### src/rtl/qred_pkg.sv
// Package: shared constants, lane status type and transition table for the encoder decoder.
package qred_pkg;

  localparam int DEF_CHANNELS = 4;
  localparam int PIN_BITS     = 4;
  localparam int CHAN_W       = 2;

  // Bit n set when previous/next code n is a legal quadrature move.
  localparam logic [15:0] VALID_MOVE = 16'b0110_1001_1001_0110;

  localparam logic [7:0] HIST_CCW = 8'h2b;
  localparam logic [7:0] HIST_CW  = 8'h17;

  localparam logic signed [7:0] COUNT_MAX = 8'sd127;
  localparam logic signed [7:0] COUNT_MIN = -8'sd127;

  localparam logic signed [1:0] STEP_ZERO = 2'sb00;
  localparam logic signed [1:0] STEP_CW   = 2'sb01;
  localparam logic signed [1:0] STEP_CCW  = 2'sb11;

  typedef struct packed {
    logic pos;
    logic neg;
  } lane_status_t;

endpackage

### src/rtl/qred_lane.sv
// Per-channel decode lane: transition code, history and saturating pending count.
module qred_lane import qred_pkg::*; (
  input  logic         clk,
  input  logic         rst,
  input  logic         sample,
  input  logic         consume,
  input  logic         a,
  input  logic         b,
  output lane_status_t status
);

  logic [3:0]        code;
  logic [7:0]        hist;
  logic signed [7:0] count;

  logic [3:0]        code_next;
  logic [7:0]        hist_next;
  logic              move_ok;
  logic signed [7:0] count_next;

  always_comb begin
    code_next  = {code[1:0], a, b};
    move_ok    = VALID_MOVE[code_next];
    hist_next  = {hist[3:0], code_next};
    count_next = count;
    if (sample && move_ok) begin
      if (hist_next == HIST_CW && count != COUNT_MAX) begin
        count_next = count + 8'sd1;
      end else if (hist_next == HIST_CCW && count != COUNT_MIN) begin
        count_next = count - 8'sd1;
      end
    end else if (consume) begin
      // take one unit toward zero
      if (status.pos) begin
        count_next = count - 8'sd1;
      end else if (status.neg) begin
        count_next = count + 8'sd1;
      end
    end
  end

  always_ff @(posedge clk) begin
    if (rst) begin
      code  <= '0;
      hist  <= '0;
      count <= '0;
    end else begin
      if (sample) begin
        code <= code_next;
        if (move_ok) begin
          hist <= hist_next;
        end
      end
      count <= count_next;
    end
  end

  assign status.pos = (count > 8'sd0);
  assign status.neg = count[7];

endmodule

### src/rtl/qred_merge.sv
// Merge stage: selects the consumed lane's step and holds it in the output register.
module qred_merge import qred_pkg::*; #(
  parameter int CHANNELS = DEF_CHANNELS
) (
  input  logic               clk,
  input  logic               rst,
  input  lane_status_t       lane_status [CHANNELS],
  input  logic [CHAN_W-1:0]  channel,
  input  logic               load,
  input  logic               out_stall,
  output logic               out_valid,
  output logic signed [1:0]  step
);

  lane_status_t     sel;
  logic signed [1:0] step_next;
  logic              valid_next;

  always_comb begin
    sel = '0;
    for (int i = 0; i < CHANNELS; i++) begin
      if (int'(channel) == i) begin
        sel = lane_status[i];
      end
    end
    if (sel.pos) begin
      step_next = STEP_CW;
    end else if (sel.neg) begin
      step_next = STEP_CCW;
    end else begin
      step_next = STEP_ZERO;
    end
  end

  always_comb begin
    if (load) begin
      valid_next = 1'b1;
    end else if (out_stall) begin
      valid_next = out_valid;
    end else begin
      valid_next = 1'b0;
    end
  end

  always_ff @(posedge clk) begin
    if (rst) begin
      out_valid <= 1'b0;
    end else begin
      out_valid <= valid_next;
    end
  end

  always_ff @(posedge clk) begin
    if (load) begin
      step <= step_next;
    end
  end

endmodule

### src/rtl/quad_rotary_encoder_decoder_top.sv
// Top level: quadrature encoder decoder with one lane per channel and a merged step output.
// A consume item's step is registered in the merge stage and appears in the cycle after acceptance.
// Throughput: one item per cycle while in_stall is low; a sample updates every lane in the cycle it is accepted.
// Input stall follows the output register: held only while a step waits and out_stall is high.
// Reset clears transition codes, histories, pending counts and the output valid.
module quad_rotary_encoder_decoder_top import qred_pkg::*; #(
  parameter int CHANNELS = DEF_CHANNELS
) (
  input  logic                clk,
  input  logic                rst,
  input  logic                in_valid,
  output logic                in_stall,
  input  logic                op,
  input  logic [3:0]          a_pins,
  input  logic [3:0]          b_pins,
  input  logic [CHAN_W-1:0]   channel,
  output logic                out_valid,
  input  logic                out_stall,
  output logic signed [1:0]   step
);

  logic         accept;
  lane_status_t lane_status [CHANNELS];

  assign in_stall = out_valid & out_stall;
  assign accept   = in_valid & ~in_stall;

  for (genvar i = 0; i < CHANNELS; i++) begin : g_lane
    logic pin_a;
    logic pin_b;
    logic hit;

    if (i < PIN_BITS) begin : g_pin
      assign pin_a = a_pins[i];
      assign pin_b = b_pins[i];
    end else begin : g_low
      // channels past the pin fields see both pins low
      assign pin_a = 1'b0;
      assign pin_b = 1'b0;
    end

    assign hit = (int'(channel) == i);

    qred_lane u_lane (
      .clk     (clk),
      .rst     (rst),
      .sample  (accept & ~op),
      .consume (accept & op & hit),
      .a       (pin_a),
      .b       (pin_b),
      .status  (lane_status[i])
    );
  end

  qred_merge #(
    .CHANNELS (CHANNELS)
  ) u_merge (
    .clk         (clk),
    .rst         (rst),
    .lane_status (lane_status),
    .channel     (channel),
    .load        (accept & op),
    .out_stall   (out_stall),
    .out_valid   (out_valid),
    .step        (step)
  );

endmodule
### config.mk
export PLATFORM = sky130hd
export DESIGN_NAME = quad_rotary_encoder_decoder_top
export DESIGN_NICKNAME = d
export VERILOG_FILES = /design/src/rtl/qred_pkg.sv /design/src/rtl/qred_lane.sv /design/src/rtl/qred_merge.sv /design/src/rtl/quad_rotary_encoder_decoder_top.sv
export SDC_FILE = /design/constraint.sdc
export NUM_CORES = 1
export LEC_CHECK = 0
export ABC_AREA = 1
export BUFFER_PORTS_ARGS = -buffer_cell sky130_fd_sc_hd__buf_2
export CELL_PAD_IN_SITES_DETAIL_PLACEMENT = 0
export CELL_PAD_IN_SITES_GLOBAL_PLACEMENT = 1
export CORE_MARGIN = 2
export CORE_UTILIZATION = 45
export CTS_BUF_LIST = sky130_fd_sc_hd__clkbuf_8
export CTS_CLUSTER_DIAMETER = 40
export DETAILED_ROUTE_END_ITERATION = 8
export PLACE_DENSITY = 0.8
export SLEW_MARGIN = 15
export SYNTH_ARGS = -nofsm -noshare
export SYNTH_HDL_FRONTEND = slang
export SYNTH_HIERARCHICAL = 1
export SYNTH_SLANG_ARGS = --single-unit
### constraint.sdc
create_clock -name clk -period 2.3 [get_ports clk]
set_input_delay 0.46 -clock clk [delete_from_list [all_inputs] [get_ports clk]]
set_output_delay 0.46 -clock clk [all_outputs]
set_load 0.03 [all_outputs]
; ---- Word-level counts from Yosys, hierarchy flattened
; Memory sizes are Yosys's and may differ from the RTL's.
; Cells that the tools add are included.
[totals]
ff_bits = 59
rom_bits = 64
inputBits = 15
output_inout_bits = 4
word_cells = 140
memories = 4
[memory_table]
columns = memory, depth, word_bits, rd, rd_clocked_by_memory_dff, write_ports, line
row1 = (no name shown), 16, 1, 1, 0, 0, qred_lane.sv:23  ; move_ok = VALID_MOVE[code_next];
row2 = (no name shown), 16, 1, 1, 0, 0, qred_lane.sv:23
row3 = (no name shown), 16, 1, 1, 0, 0, qred_lane.sv:23
row4 = (no name shown), 16, 1, 1, 0, 0, qred_lane.sv:23
[classes]
n_addsub = 8
magnitude_cmp = 8
eq_ne = 24
n_mux = 35
bitwise_logic = 10
n_reduce_logical = 33
[op_table]
columns = cell, count
row1 = $mux 8, 24
row2 = $ne 8x8->1 const B, 8
row3 = $add 8x2->8 const B, 4
row4 = $eq 8x5->1 const B, 4
row5 = $eq 8x6->1 const B, 4
row6 = $gt 8x1->1 const B, 4
row7 = $sub 8x2->8 const B, 4
row8 = $lt 4x5->1 const B, 4
row9 = $reduce_and 2->1, 8
row10 = $logic_and 1x1->1, 12
row11 = $ne 3x3->1 const B, 4
row12 = $reduce_and 3->1, 4
row13 = $reduce_bool 3->1, 4
row14 = $mux 2, 5
row15 = $and 1x1->1, 8
row16 = $reduce_bool 2->1, 4
row17 = $mux 1, 6
row18 = $eq 2x2->1 const B, 2
row19 = $eq 2x1->1 const B, 1
row20 = $logic_not 2->1, 1
row21 = $ne 2x1->1 const B, 1
row22 = $not 1->1, 2

; ---- Logic depth before layout (Yosys ltp)
[depth]
ltp_word = 7
mapped_depth = 13
mapped_depth_nobuf = 13

; ---- Modules after synthesis
; Netlist, hierarchy kept.
[by_module_without_submodules]
columns = mod, instances, cells_per_inst, area_per_inst_um2
row1 = qred_lane, 4, 232, 1345.0
row2 = qred_merge, 1, 23, 173.9
row3 = quad_rotary_encoder_decoder_top, 1, 16, 68.8

; ---- Least setup slack after synthesis
; No wires, ideal clock.
[synth_path]
kind = register to register
start = register u_merge.out_valid
end = register g_lane[0].u_lane.count[5]
setup_time_ps = 111
arrival_ps = 1956
slack_ps = 233
stages_incl_launch_ff = 12
n_path_buf = 1
cell_sequence = dfxtp_1 -> nand2_2 -> nand2_1 -> nor2_1 -> nand2_1 -> nor2_8 -> nand3_4 -> nand2_4 -> buf_6 -> nand2_1 -> nand2_1 -> nor2_1
[synth_via]
elab_chain_cells = 7
elab_cells_between_ends = 12
[synth_rtl]
columns = item, line
row1 = start: declaration, qred_merge.sv:11  ; output logic out_valid,
row2 = start signal: assignment, qred_merge.sv:49  ; out_valid <= valid_next;
row3 = $and 1x1->1 (*), quad_rotary_encoder_decoder_top.sv:25  ; assign in_stall = out_valid & out_stall;
row4 = $not 1->1 (*), quad_rotary_encoder_decoder_top.sv:26  ; assign accept = in_valid & ~in_stall;
row5 = $and 1x1->1 (*), quad_rotary_encoder_decoder_top.sv:26
row6 = $and 1x1->1 (on tied branches), "quad_rotary_encoder_decoder_top.sv:47, quad_rotary_encoder_decoder_top.sv:48"
row7 = $logic_and 1x1->1 or $and 1x1->1 (tied branches), "qred_lane.sv:26, quad_rotary_encoder_decoder_top.sv:48"
row8 = "$ne 3x3->1 (no source line), or another cell as far along", -
row9 = $reduce_and 3->1 (no source line), -
row10 = end signal: assignment, qred_lane.sv:54  ; count <= count_next;
row11 = end: declaration, qred_lane.sv:14  ; logic signed [7:0] count;
; Mark *: on every way between the ends. The rest lies on a longest branch, timed or not.
; A chain may end at the register's enable or synchronous reset.

; ---- Worst setup path in the final report
[layout_path]
start = register g_lane[0].u_lane.count[0]
end = register g_lane[0].u_lane.count[4]
[layout_via]
elab_chain_cells = 5
elab_cells_between_ends = 16
[layout_rtl]
columns = item, line
row1 = $add 8x2->8, "qred_lane.sv:28, qred_lane.sv:37"
row2 = $mux 8, qred_lane.sv:36  ; end else if (status.neg) begin
row3 = $mux 8, qred_lane.sv:34  ; if (status.pos) begin
row4 = $mux 8, qred_lane.sv:32  ; end else if (consume) begin
row5 = $mux 8, qred_lane.sv:26  ; if (sample && move_ok) begin
; Several ways; a longest one is shown, not always the timed one. The select of a mux whose other input is x is not followed.

==> key figures <==
Logic synthesis
  • Top_reg_cell synth: dfxtp_1
  • EDFF count, synth: 2
  • Synthesized area: 5620 sq um
  • Async SR Flop Fraction: 0%
  • Most frequent cells after synthesis: nand2_1, nor2_1, inv_1
  • Area leader, netlist: nand2_1
  • Syn_area_per_cell: 5.81 sq um
  • Synth warnings: 6
  • Share of the synthesized area in the top cell type: 21.8%
  • Synth cell types: 27
  • Area contributors post-synth: nand2_1, dfxtp_1, nand3_1, nor2_1, inv_1
  • Synthesized flop and latch total: 59
  • Cell with the most instances after synthesis: nand2_1
  • Post-Syn Instances: 967
  • Sequential fraction of the synthesis area: 21.4%
  • Syn nets: 1006

STA
  • Setup TNS: 0 ns
  • Worst slew pin tran: 0.491 ns
  • Hold WS: 0.354 ns
  • Final min period: 1.91 ns
  • RSZ-0062 raised after global routing: no
  • Period utilisation layout: 82.9%
  • Final Hold Fails: 0
  • Clk_skew: 0.00780 ns
  • Top achievable clock speed: 0.524 GHz
  • Slew Limit Fails: 0
  • Slew margin rel.: 67.1%
  • Count of final setup violators: 0

Worst setup path
  • Critical Path Fanout Max: 13
  • Worst path slowest cell: dfxtp_1
  • Setup CP Type: reg2reg
  • Crit path launch type: flop
  • Worst path cell trace: ha_1, nand2_1, nor2_4, nand3_2, nand2_2, nand3_4, nand2_4, nand2_1, nand2_1, nor2_1
  • CP required: 2.56 ns
  • CP arrival: 2.17 ns
  • Critical path's most frequent cell: nand2_1
  • Worst stage delay on the critical path: 0.50 ns
  • Crit path capture type: flop

Global route
  • First-pass GRT wire length: 24700 microns
  • Largest net degree at the start of global routing: 14
  • Vias in the first global route: 5230
  • Gr usage total: 23.3%
  • Initial antenna violation count: 1
  • Grt ovf: 0

Clocking
  • CTS tree: built
  • Worst skew pair latency: 0.37 ns
  • Clock Pin Slew Worst Setup and Hold Paths: 0.07 ns
  • Total clock buffers created by CTS: 9
  • Clock Root Buffer: clkbuf_8
  • Clock Tree Buf Depth: 2
  • Post-cts repair resize count: 0
  • # H-tree levels: 3
  • Hold buffers post-CTS: 0
  • Post-CTS Setup Inserts: 0
  • Clock Sinks: 59

Drt
  • Router iterations before antenna repair: 5
  • Total wire length: 14500 microns
  • DRC errors left: 0
  • WL/cell: 12.5 microns
  • Vias: 5658
  • Number of DRC markers in iteration 0: 329
  • Via/cell ratio: 4.87
  • Final antenna-violating net count: 0

Placed design
  • Hpwl dp: 10900 microns
  • IO buf count: 18
  • Placed inst area: 5860 sq um
  • GPL Wtd Cong: 0.879

Floorplanning
  • Die ar.: 13400 sq um
  • Die X: 116 microns
  • Row cnt: 40
  • Die Y: 116 microns
  • # IOs: 19
  • Core area: 12100 sq um
  • Initial core utilization: 46.4%

Pwr
  • Total power: 4130 uW
  • Leak pwr: 0.00303 uW
  • Pwr dens: 676 nW/um^2
  • Max VDD drop: 0.000381 V

Run
  • Max-Cap Viols: 0

Final layout
  • Finished Cell Area: 6110 sq um
  • Diode count: 0
  • Fin util: 50.4%
  • Area grow syn2layout: 8.66%
  • Number of nets in the layout: 1027
  • Share of cells above drive strength 1: 11.0%

Status
  • Status: finished clean

Hold path
  • Hold Path Class: in2reg
sequential cells by signal, indices dropped and copies added, names as in the netlist:
signal,cells
g_lane.u_lane/count,32
u_merge/step,2
u_merge/out_valid,1
g_lane.u_lane/hist,16
g_lane.u_lane/code,8
final cells by class:
cell class	count	area, sq um
Fill cell	1338	6000
Multi-Input combinational cell	765	3790
Sequential cell	59	1200
Inverter	119	447
Timing Repair Buffer	34	210
Tap cell	168	210
Clock buffer	13	179
Clock inverter	3	67.6
critical path, delay by kind of cell, from the launching register on:
family                     cells  cell delay (ns)
and+or+nand+nor                9             1.01
DFF                            1             0.50
adders and majority gates      1             0.27
final timing paths:
check | slack (ns) | cells past startpoint | startpoint | end
worst max-delay path | 0.39 | 10 | g_lane[0].u_lane/count[0]$_SDFFE_PP0P_ | g_lane[0].u_lane/count[4]$_SDFFE_PP0P_
worst min-delay path | 0.35 | 3 | out_stall | u_merge/out_valid$_SDFFE_PP0P_
worst max register to register | 0.39 | 10 | g_lane[0].u_lane/count[0]$_SDFFE_PP0P_ | g_lane[0].u_lane/count[4]$_SDFFE_PP0P_
worst min register to register | 0.47 | 2 | g_lane[1].u_lane/hist[2]$_SDFFE_PP0P_ | g_lane[1].u_lane/hist[2]$_SDFFE_PP0P_
placed cells by master (no fill, tap or decap), types with 5 or more instances in the layout:
master,instances
nand4_1,17
ha_1,24
inv_1,110
clkbuf_8,13
buf_2,18
xor2_1,8
a21oi_1,33
nand3_2,9
nand2_1,327
nor2_4,8
buf_4,16
dfxtp_1,57
inv_2,9
nand3b_1,5
nand2_2,13
nand3_1,108
nor2_1,136
o21ai_0,45
logic make-up after synthesis:
| kind of cell | share of synthesized area (%) |
|---|---|
| xor gates and xnor gates | 1.87 |
| buffers and inverters | 11.1 |
| DFF | 21.4 |
| adders and majority gates | 5.34 |
| and+or+nand+nor | 51.6 |
| AOI/OAI and AO/OA | 8.63 |
report_power, final:
group	internal, uW	total [uW]	switching [uW]
clock	729	1190	459
combinational	607	1680	1070
sequential	1130	1270	139
total	2460	4130	1670
routing by layer:
layer  global-route usage [%]  up-vias  routed length (microns)
li1                         -     3101                        -
met1                     31.7     2450                     7280
met2                     37.1       88                     6410
met3                     5.23       17                      559
met4                     6.59        2                      214
met5                        0        -                       16
per-stage QoR:
| step | cells | setup slack [ns] |
|---|---|---|
| 3_5_place_dp | 1145 | 0.348 |
| 4_1_cts | 1161 | 0.416 |
| 6_report | 1161 | 0.393 |
| 3_3_place_gp | 1145 | 0.341 |
| 5_1_grt | 1161 | 0.252 |
| 2_1_floorplan | 967 | 0.233 |
Power figures use the tool's default switching activity.
